===== src/mexp_pkg.sv =====
`timescale 1ns / 1ps
// Shared types and constants for the modular exponentiation unit.
package mexp_pkg;

	localparam int FIELD_W = 64;

	typedef enum logic [2:0] {
		ST_IDLE,
		ST_START,
		ST_RED,
		ST_BIT,
		ST_MACC,
		ST_SQR,
		ST_FINISH
	} state_t;

	typedef enum logic [1:0] {
		MSEL_REDUCE,
		MSEL_ACC,
		MSEL_SQR
	} mul_sel_t;

	typedef struct packed {
		logic     load;
		logic     mul_start;
		mul_sel_t sel;
		logic     mul_step;
		logic     acc_write;
		logic     pw_write;
		logic     exp_shift;
		logic     out_write;
	} dp_cmd_t;

	typedef struct packed {
		logic mod_zero;
		logic exp_lsb;
		logic exp_zero;
		logic mul_last;
		logic out_free;
	} dp_sts_t;

endpackage


===== src/mexp_if.sv =====
`timescale 1ns / 1ps
// Request channels: operand input and result output.
interface mexp_in_if;
	logic                         valid;
	logic                         ready;
	logic [mexp_pkg::FIELD_W-1:0] base;
	logic [mexp_pkg::FIELD_W-1:0] exponent;
	logic [mexp_pkg::FIELD_W-1:0] modulus;

	modport source (output valid, output base, output exponent, output modulus, input ready);
	modport sink (input valid, input base, input exponent, input modulus, output ready);
endinterface

interface mexp_out_if;
	logic                         valid;
	logic                         ready;
	logic [mexp_pkg::FIELD_W-1:0] power_result;
	logic                         zero_modulus_error;

	modport source (output valid, output power_result, output zero_modulus_error, input ready);
	modport sink (input valid, input power_result, input zero_modulus_error, output ready);
endinterface


===== src/mexp_dp.sv =====
`timescale 1ns / 1ps
// Datapath: operand registers, bit-serial modular multiplier, result register.
module mexp_dp #(
	parameter int W = 64
) (
	input  logic                         clk,
	input  logic                         arst_n,
	input  mexp_pkg::dp_cmd_t            cmd,
	output mexp_pkg::dp_sts_t            sts,
	input  logic [mexp_pkg::FIELD_W-1:0] base,
	input  logic [mexp_pkg::FIELD_W-1:0] exponent,
	input  logic [mexp_pkg::FIELD_W-1:0] modulus,
	output logic [mexp_pkg::FIELD_W-1:0] power_result,
	output logic                         zero_modulus_error,
	output logic                         res_valid,
	input  logic                         res_ready
);
	import mexp_pkg::*;

	localparam int CW = (W > 1) ? $clog2(W) : 1;

	logic [W-1:0]  acc_q, pw_q, exp_q, mod_q;
	logic [W-1:0]  ma_q, mb_q, r_q;
	logic [CW-1:0] cnt_q;
	logic [W-1:0]  res_power_q;
	logic          res_err_q;
	logic          res_valid_q;

	logic [W+1:0]  t, t_m1, t_m2, m_x, m2_x;
	logic [W-1:0]  r_next;

	// One multiplier step: r = (2r + b_msb*a) mod m, with t < 3m
	always_comb begin
		m_x  = {2'b00, mod_q};
		m2_x = {1'b0, mod_q, 1'b0};
		t    = {1'b0, r_q, 1'b0} + (mb_q[W-1] ? {2'b00, ma_q} : '0);
		t_m1 = t - m_x;
		t_m2 = t - m2_x;
		if (t >= m2_x) begin
			r_next = t_m2[W-1:0];
		end else if (t >= m_x) begin
			r_next = t_m1[W-1:0];
		end else begin
			r_next = t[W-1:0];
		end
	end

	always_ff @(posedge clk) begin
		if (cmd.load) begin
			acc_q <= (modulus[W-1:0] == W'(1)) ? '0 : W'(1);
			pw_q  <= base[W-1:0];
			exp_q <= exponent[W-1:0];
			mod_q <= modulus[W-1:0];
		end
		if (cmd.acc_write) begin
			acc_q <= r_next;
		end
		if (cmd.pw_write) begin
			pw_q <= r_next;
		end
		if (cmd.exp_shift) begin
			exp_q <= exp_q >> 1;
		end
		if (cmd.mul_start) begin
			r_q   <= '0;
			cnt_q <= '0;
			case (cmd.sel)
				MSEL_REDUCE: begin
					ma_q <= W'(1);
					mb_q <= pw_q;
				end
				MSEL_ACC: begin
					ma_q <= acc_q;
					mb_q <= pw_q;
				end
				default: begin
					ma_q <= pw_q;
					mb_q <= pw_q;
				end
			endcase
		end else if (cmd.mul_step) begin
			r_q   <= r_next;
			mb_q  <= mb_q << 1;
			cnt_q <= cnt_q + CW'(1);
		end
		if (cmd.out_write) begin
			res_power_q <= (mod_q == '0) ? '0 : acc_q;
			res_err_q   <= (mod_q == '0);
		end
	end

	always_ff @(posedge clk or negedge arst_n) begin
		if (!arst_n) begin
			res_valid_q <= 1'b0;
		end else if (cmd.out_write) begin
			res_valid_q <= 1'b1;
		end else if (res_ready) begin
			res_valid_q <= 1'b0;
		end
	end

	assign sts.mod_zero = (mod_q == '0);
	assign sts.exp_lsb  = exp_q[0];
	assign sts.exp_zero = (exp_q == '0);
	assign sts.mul_last = (cnt_q == CW'(W - 1));
	assign sts.out_free = !res_valid_q || res_ready;

	assign power_result       = FIELD_W'(res_power_q);
	assign zero_modulus_error = res_err_q;
	assign res_valid          = res_valid_q;

endmodule


===== src/mexp_ctrl.sv =====
`timescale 1ns / 1ps
// Controller state machine sequencing the square-and-multiply steps.
module mexp_ctrl (
	input  logic              clk,
	input  logic              arst_n,
	input  logic              in_valid,
	output logic              in_ready,
	input  mexp_pkg::dp_sts_t sts,
	output mexp_pkg::dp_cmd_t cmd
);
	import mexp_pkg::*;

	state_t state_q, state_d;

	always_ff @(posedge clk or negedge arst_n) begin
		if (!arst_n) begin
			state_q <= ST_IDLE;
		end else begin
			state_q <= state_d;
		end
	end

	always_comb begin
		state_d = state_q;
		unique case (state_q)
			ST_IDLE: begin
				if (in_valid) state_d = ST_START;
			end
			ST_START: begin
				state_d = sts.mod_zero ? ST_FINISH : ST_RED;
			end
			ST_RED: begin
				if (sts.mul_last) state_d = ST_BIT;
			end
			ST_BIT: begin
				if (sts.exp_zero) begin
					state_d = ST_FINISH;
				end else begin
					state_d = sts.exp_lsb ? ST_MACC : ST_SQR;
				end
			end
			ST_MACC: begin
				if (sts.mul_last) state_d = ST_SQR;
			end
			ST_SQR: begin
				if (sts.mul_last) state_d = ST_BIT;
			end
			ST_FINISH: begin
				if (sts.out_free) state_d = ST_IDLE;
			end
			default: state_d = ST_IDLE;
		endcase
	end

	always_comb begin
		cmd      = '0;
		in_ready = 1'b0;
		unique case (state_q)
			ST_IDLE: begin
				in_ready = 1'b1;
				cmd.load = in_valid;
			end
			ST_START: begin
				cmd.mul_start = !sts.mod_zero;
				cmd.sel       = MSEL_REDUCE;
			end
			ST_RED: begin
				cmd.mul_step = 1'b1;
				cmd.pw_write = sts.mul_last;
			end
			ST_BIT: begin
				cmd.mul_start = !sts.exp_zero;
				cmd.sel       = sts.exp_lsb ? MSEL_ACC : MSEL_SQR;
			end
			ST_MACC: begin
				// square starts right as the multiply finishes
				cmd.mul_step  = 1'b1;
				cmd.acc_write = sts.mul_last;
				cmd.mul_start = sts.mul_last;
				cmd.sel       = MSEL_SQR;
			end
			ST_SQR: begin
				cmd.mul_step  = 1'b1;
				cmd.pw_write  = sts.mul_last;
				cmd.exp_shift = sts.mul_last;
			end
			ST_FINISH: begin
				cmd.out_write = sts.out_free;
			end
			default: begin
				cmd = '0;
			end
		endcase
	end

endmodule


===== src/modular_exponentiation_unit.sv =====
`timescale 1ns / 1ps
// Sequence: a start state, a base reduction, then per exponent bit up to its top set bit a bit
// state, an optional multiply and a squaring, then a finish state; a zero modulus skips to finish.
// Throughput: one request at a time; the next is taken in the cycle after the result is written.
// A finished result sits in an output register, so the next request is taken meanwhile.
// Reset (arst_n, async, active low) clears the state machine and the result valid flag.
module modular_exponentiation_unit #(
	parameter int OPERAND_WIDTH = 64
) (
	input logic        clk,
	input logic        arst_n,
	mexp_in_if.sink    operands,
	mexp_out_if.source result
);
	import mexp_pkg::*;

	dp_cmd_t cmd;
	dp_sts_t sts;
	logic    in_ready;
	logic    res_valid;

	// Sequencer: reduce base, then per exponent bit an optional multiply
	// into the accumulator followed by a squaring of the power.
	mexp_ctrl u_ctrl (
		.clk      (clk),
		.arst_n   (arst_n),
		.in_valid (operands.valid),
		.in_ready (in_ready),
		.sts      (sts),
		.cmd      (cmd)
	);

	// Operand registers, shift-add modular multiplier and output register.
	// Input bits above OPERAND_WIDTH are dropped at load.
	mexp_dp #(
		.W (OPERAND_WIDTH)
	) u_dp (
		.clk                (clk),
		.arst_n             (arst_n),
		.cmd                (cmd),
		.sts                (sts),
		.base               (operands.base),
		.exponent           (operands.exponent),
		.modulus            (operands.modulus),
		.power_result       (result.power_result),
		.zero_modulus_error (result.zero_modulus_error),
		.res_valid          (res_valid),
		.res_ready          (result.ready)
	);

	assign operands.ready = in_ready;
	assign result.valid   = res_valid;

	// Once a request is taken the unit is not ready in the cycle after.
	a_busy_after_accept: assert property (@(posedge clk) disable iff (!arst_n)
		operands.valid && operands.ready |=> !operands.ready)
		else $error("input still ready right after accept");

	// Writing the output register always presents a result.
	a_write_shows_result: assert property (@(posedge clk) disable iff (!arst_n)
		cmd.out_write |=> result.valid)
		else $error("result not valid after output write");

	// A result only appears because the controller wrote one.
	a_result_from_write: assert property (@(posedge clk) disable iff (!arst_n)
		$rose(result.valid) |-> $past(cmd.out_write))
		else $error("result valid without output write");

endmodule


===== src/flat_wrapper.sv =====
// flat-port wrapper written by rule: the top's interface ports become plain ports
module modular_exponentiation_unit_flat import mexp_pkg::*;
#(
	parameter int OPERAND_WIDTH = 64
)
  (clk, arst_n, operands_valid, operands_base, operands_exponent, operands_modulus, operands_ready, result_valid, result_power_result, result_zero_modulus_error, result_ready);
  mexp_in_if operands_i ();
  mexp_out_if result_i ();
  input logic clk;
  input logic arst_n;
  input wire logic [$bits(operands_i.valid)-1:0] operands_valid;
  input wire logic [$bits(operands_i.base)-1:0] operands_base;
  input wire logic [$bits(operands_i.exponent)-1:0] operands_exponent;
  input wire logic [$bits(operands_i.modulus)-1:0] operands_modulus;
  output wire logic [$bits(operands_i.ready)-1:0] operands_ready;
  output wire logic [$bits(result_i.valid)-1:0] result_valid;
  output wire logic [$bits(result_i.power_result)-1:0] result_power_result;
  output wire logic [$bits(result_i.zero_modulus_error)-1:0] result_zero_modulus_error;
  input wire logic [$bits(result_i.ready)-1:0] result_ready;
  assign operands_i.valid = operands_valid;
  assign operands_i.base = operands_base;
  assign operands_i.exponent = operands_exponent;
  assign operands_i.modulus = operands_modulus;
  assign operands_ready = operands_i.ready;
  assign result_valid = result_i.valid;
  assign result_power_result = result_i.power_result;
  assign result_zero_modulus_error = result_i.zero_modulus_error;
  assign result_i.ready = result_ready;
  modular_exponentiation_unit #(.OPERAND_WIDTH(OPERAND_WIDTH)) u_core (.clk(clk), .arst_n(arst_n), .operands(operands_i), .result(result_i));
endmodule

===== config.mk =====
export PLATFORM = sky130hd
export DESIGN_NAME = modular_exponentiation_unit_flat
export DESIGN_NICKNAME = d
export VERILOG_FILES = /design/src/mexp_pkg.sv /design/src/mexp_if.sv /design/src/mexp_dp.sv /design/src/mexp_ctrl.sv /design/src/modular_exponentiation_unit.sv /design/src/flat_wrapper.sv
export SDC_FILE = /design/constraint.sdc
export NUM_CORES = 1
export LEC_CHECK = 0
export ABC_AREA = 0
export BUFFER_PORTS_ARGS = -buffer_cell sky130_fd_sc_hd__buf_2
export CAP_MARGIN = 20
export CORE_MARGIN = 3
export CORE_UTILIZATION = 45
export DETAILED_ROUTE_END_ITERATION = 8
export HOLD_SLACK_MARGIN = 0.02
export PLACE_DENSITY = 0.63
export SLEW_MARGIN = 0
export SYNTH_ARGS = -nofsm -noshare
export SYNTH_HDL_FRONTEND = slang
export SYNTH_SLANG_ARGS = --single-unit

===== constraint.sdc =====
create_clock -name clk -period 15.4 [get_ports clk]
set_input_delay 0.77 -clock clk [delete_from_list [all_inputs] [get_ports clk]]
set_output_delay 0.77 -clock clk [all_outputs]
set_load 0.1 [all_outputs]

==> qor.csv <==
metric;value;unit
Worst Hold Class;primary input to flop;
Worst Slack Setup Final;6.960;ns
Synth Register Bits;523;
DPL Wire Length;96220;um
most frequent cell after synthesis;nand2_1;
detailed-route via count;29080;
Slew headroom;0.2488;
antenna viol nets, final;0;
first-pass GRT wire length;181500;um
min cycle time layout;8.440;ns
Max Root-Sink Buffers;3;
Seq/Total Area, Yosys;0.4352;
drt pass-1 iters;6;
routed len/inst;25.91;um
status;complete, no violations;
Pleak;0.01473;uW
Hold Vio Cnt, Final;0;
RSZ-0062 raised after global routing;false;
vias in the first global route;28340;
DR vias/cell;6.079;
Tot Pwr;3053;uW
Total Die Area;79820;um2
Syn Nets;4011;
Max Slew Vio Count;0;
Area Growth Syn to Fin;11.56;%
cell area after synthesis;34410;um2
Layout Cells excl Fill;4784;
R2R Setup Slk;6.96;ns
IO Count;263;
Distinct cells, synth;95;
Avg Cell Area, Syn;9.505;um2
Post-synth EDFFs;448;
die height;282.5;um
worst-path fanout max;57;
Worst Setup SP;u_core.u_dp.mb_q[63]$_DFFE_PP_;
gr ovfl total;0;
FFs w/ async S/R, synth;0.007648;
most area-consuming cells after synthesis;edfxtp_1 39%, ha_1 7.0%, nand2_1 5.3%;
Post-CTS Setup Bufs;0;
warnings from Yosys;0;
die width;282.5;um
clk_lat worst skew;0.65;ns
final wirelength;124000;um
final worst path period share;0.5480;
main flop type after synthesis;edfxtp_1;
gr usage total;0.3038;
share of the synthesized area in the top cell type;0.3910;
Peak VDD IR;0.08656;mV
Syn Inst Count;3620;
Arrival @ worst endpoint;8.83;ns
Pwr Density;79.54;nW/um2
final net count;4155;
cell taking the most area after synthesis;edfxtp_1;
Fin Setup TNS;0;ns
fin util;0.5113;
H-tree levels;2;
Worst setup EP type;flop;
worst slew pin tran;1.127;ns
Clock Sinks;523;
list of most frequent post-synthesis cells;487 x nand2_1, 448 x edfxtp_1, 286 x a21oi_1;
# DRC;0;
Final Skew;0.02913;ns
CTS tree;built;
critical path class;flop to flop;
share of cells above drive strength 1;0.1455;
Num CTS Buffers;58;
Root Buffer Master;clkbuf_16;
CORE AREA;75070;um2
row count;100;
maximum clock rate;118.5;MHz
Inst Count DP;4672;
CP Capture Point;u_core.u_dp.pw_q[25]$_DFFE_PP_;
maxcap violations;0;
1st-iter DRT viols;2470;
R2R Path End;u_core.u_dp.pw_q[25]$_DFFE_PP_;
R2R depth;24;
Setup violations, final;0;
CP Launch Type;flop;
worst r2r src;u_core.u_dp.mb_q[63]$_DFFE_PP_;
initial antenna violation count;4;
WP data required;15.79;ns
Worst-path clk slew;0.06;ns
IO Port Bufs;262;
largest net degree at the start of global routing;78;
DP Worst Slack;7.138;ns
gpl congestion;0.9968;
initial core utilization;0.4583;
[worst min-delay path by stage]
stage / from / endpoint / slack (ns) / cells after the start
5_1_grt: operands_modulus[10] / u_core.u_dp.mod_q[10]$_DFFE_PP_ / 0.29 / 1
2_1_floorplan: u_core.u_dp.r_q[9]$_SDFFE_PP0P_ / u_core.u_dp.r_q[9]$_SDFFE_PP0P_ / 0.44 / 2
6_report: operands_modulus[22] / u_core.u_dp.mod_q[22]$_DFFE_PP_ / 0.31 / 1
3_3_place_gp: u_core.u_dp.r_q[51]$_SDFFE_PP0P_ / u_core.u_dp.r_q[51]$_SDFFE_PP0P_ / 0.45 / 2
3_5_place_dp: u_core.u_dp.r_q[37]$_SDFFE_PP0P_ / u_core.u_dp.r_q[37]$_SDFFE_PP0P_ / 0.45 / 2
4_1_cts: operands_modulus[22] / u_core.u_dp.mod_q[22]$_DFFE_PP_ / 0.28 / 1
[routing by layer]
metal,up-vias,global-route usage,share of wire
met4,2,0.1420,0.052
met2,909,0.5291,0.50
li1,13740,-,-
met3,243,0.03764,0.051
met5,-,0,0.000081
met1,14190,0.3758,0.40
[repair_timing]
item	CTS	global route
endpoints found under the hold margin	4	0
hold buffers	1	0
resized for setup	0	0
[stage by stage]
step | instance area (um2) | hold slack (ns)
after floorplan | 34410 | 0.4362
after global placement | 36350 | 0.4471
after detailed placement | 36350 | 0.4526
after CTS | 38380 | 0.2808
after global routing | 38380 | 0.2918
final | 38380 | 0.3123
[layout make-up]
| cell class | count | area, um2 |
|---|---|---|
| antenna | 1 | 2.502 |
| clock buffer | 65 | 1509 |
| clock inverter | 45 | 513.0 |
| fill | 7048 | 36690 |
| inverter | 118 | 447.9 |
| multi-input combinational | 2773 | 18200 |
| sequential | 523 | 14970 |
| tap | 969 | 1212 |
| timing repair buffer | 290 | 1524 |
[power breakdown]
group                switching, uW  internal, uW
registers      0.00000000000000683          1520
clock network                  619           862
logic                         20.9          27.8
total                          640          2410
[flip-flops by register name, indices dropped and copies added, names as in the netlist, 3 cells and up]
name                      count
u_core.u_ctrl.state_q         3
u_core.u_dp.ma_q             64
u_core.u_dp.pw_q             64
u_core.u_dp.power_result     64
u_core.u_dp.exp_q            64
u_core.u_dp.mod_q            64
u_core.u_dp.cnt_q             6
u_core.u_dp.mb_q             64
u_core.u_dp.acc_q            64
u_core.u_dp.r_q              64
[layout by cell type (no fill, tap or decap), types with 15 or more instances in the layout]
master and instances:
a211oi_1 42, a21o_1 75, nand4_1 82, a21oi_1 284, nand2b_1 17, or3_1 15, a22o_1 67, inv_1 116
xor2_1 71, edfxtp_1 448, nor2b_1 80, ha_1 192, buf_2 262, buf_4 27, o211ai_1 42, o21bai_1 46
o21ai_1 19, nor4_1 55, dfxtp_1 71, nor2_1 242, xnor2_1 99, o21a_1 31, clkbuf_16 59, nand2_1 483
o21ai_0 216, nand3_1 63, clkinv_2 15, mux2_2 97, a31oi_1 28, and2_1 86, mux2i_1 21, and3_1 29
nor3_1 46
[critical path, stage by stage (launching register included)]
cell       delay (ns)
edfxtp_1         0.51
buf_4            0.32
and2_1           0.22
ha_1             0.22
fa_1             0.44
a211oi_2         0.24
nor2_1           0.10
o31ai_1          0.44
a31oi_1          0.30
nand4_1          0.29
a211oi_2         0.16
o211a_1          0.27
nor3_1           0.57
ha_1             0.43
a21o_1           0.22
a21o_1           0.17
a21oi_1          0.39
o41ai_1          0.18
a311o_1          0.39
a21oi_1          0.18
o2111ai_2        0.16
or2_4            0.58
mux2i_1          0.70
a21oi_1          0.29
mux2_2           0.33
[logic make-up (layout without fill, tap and decap cells)]
| logic type | count (synthesis) | count (layout) | share of synthesized area |
|---|---|---|---|
| xor gates and xnor gates | 170 | 170 | 0.04327 |
| DFF | 523 | 523 | 0.4352 |
| adders and majority gates | 195 | 195 | 0.07156 |
| and+or+nand+nor | 1256 | 1256 | 0.1740 |
| other | 0 | 1 | 0 |
| muxes | 125 | 125 | 0.04047 |
| buffers and inverters | 324 | 518 | 0.03884 |
| AOI/OAI and AO/OA | 1027 | 1027 | 0.1967 |
No activity file was read; power rests on OpenSTA's default activity.
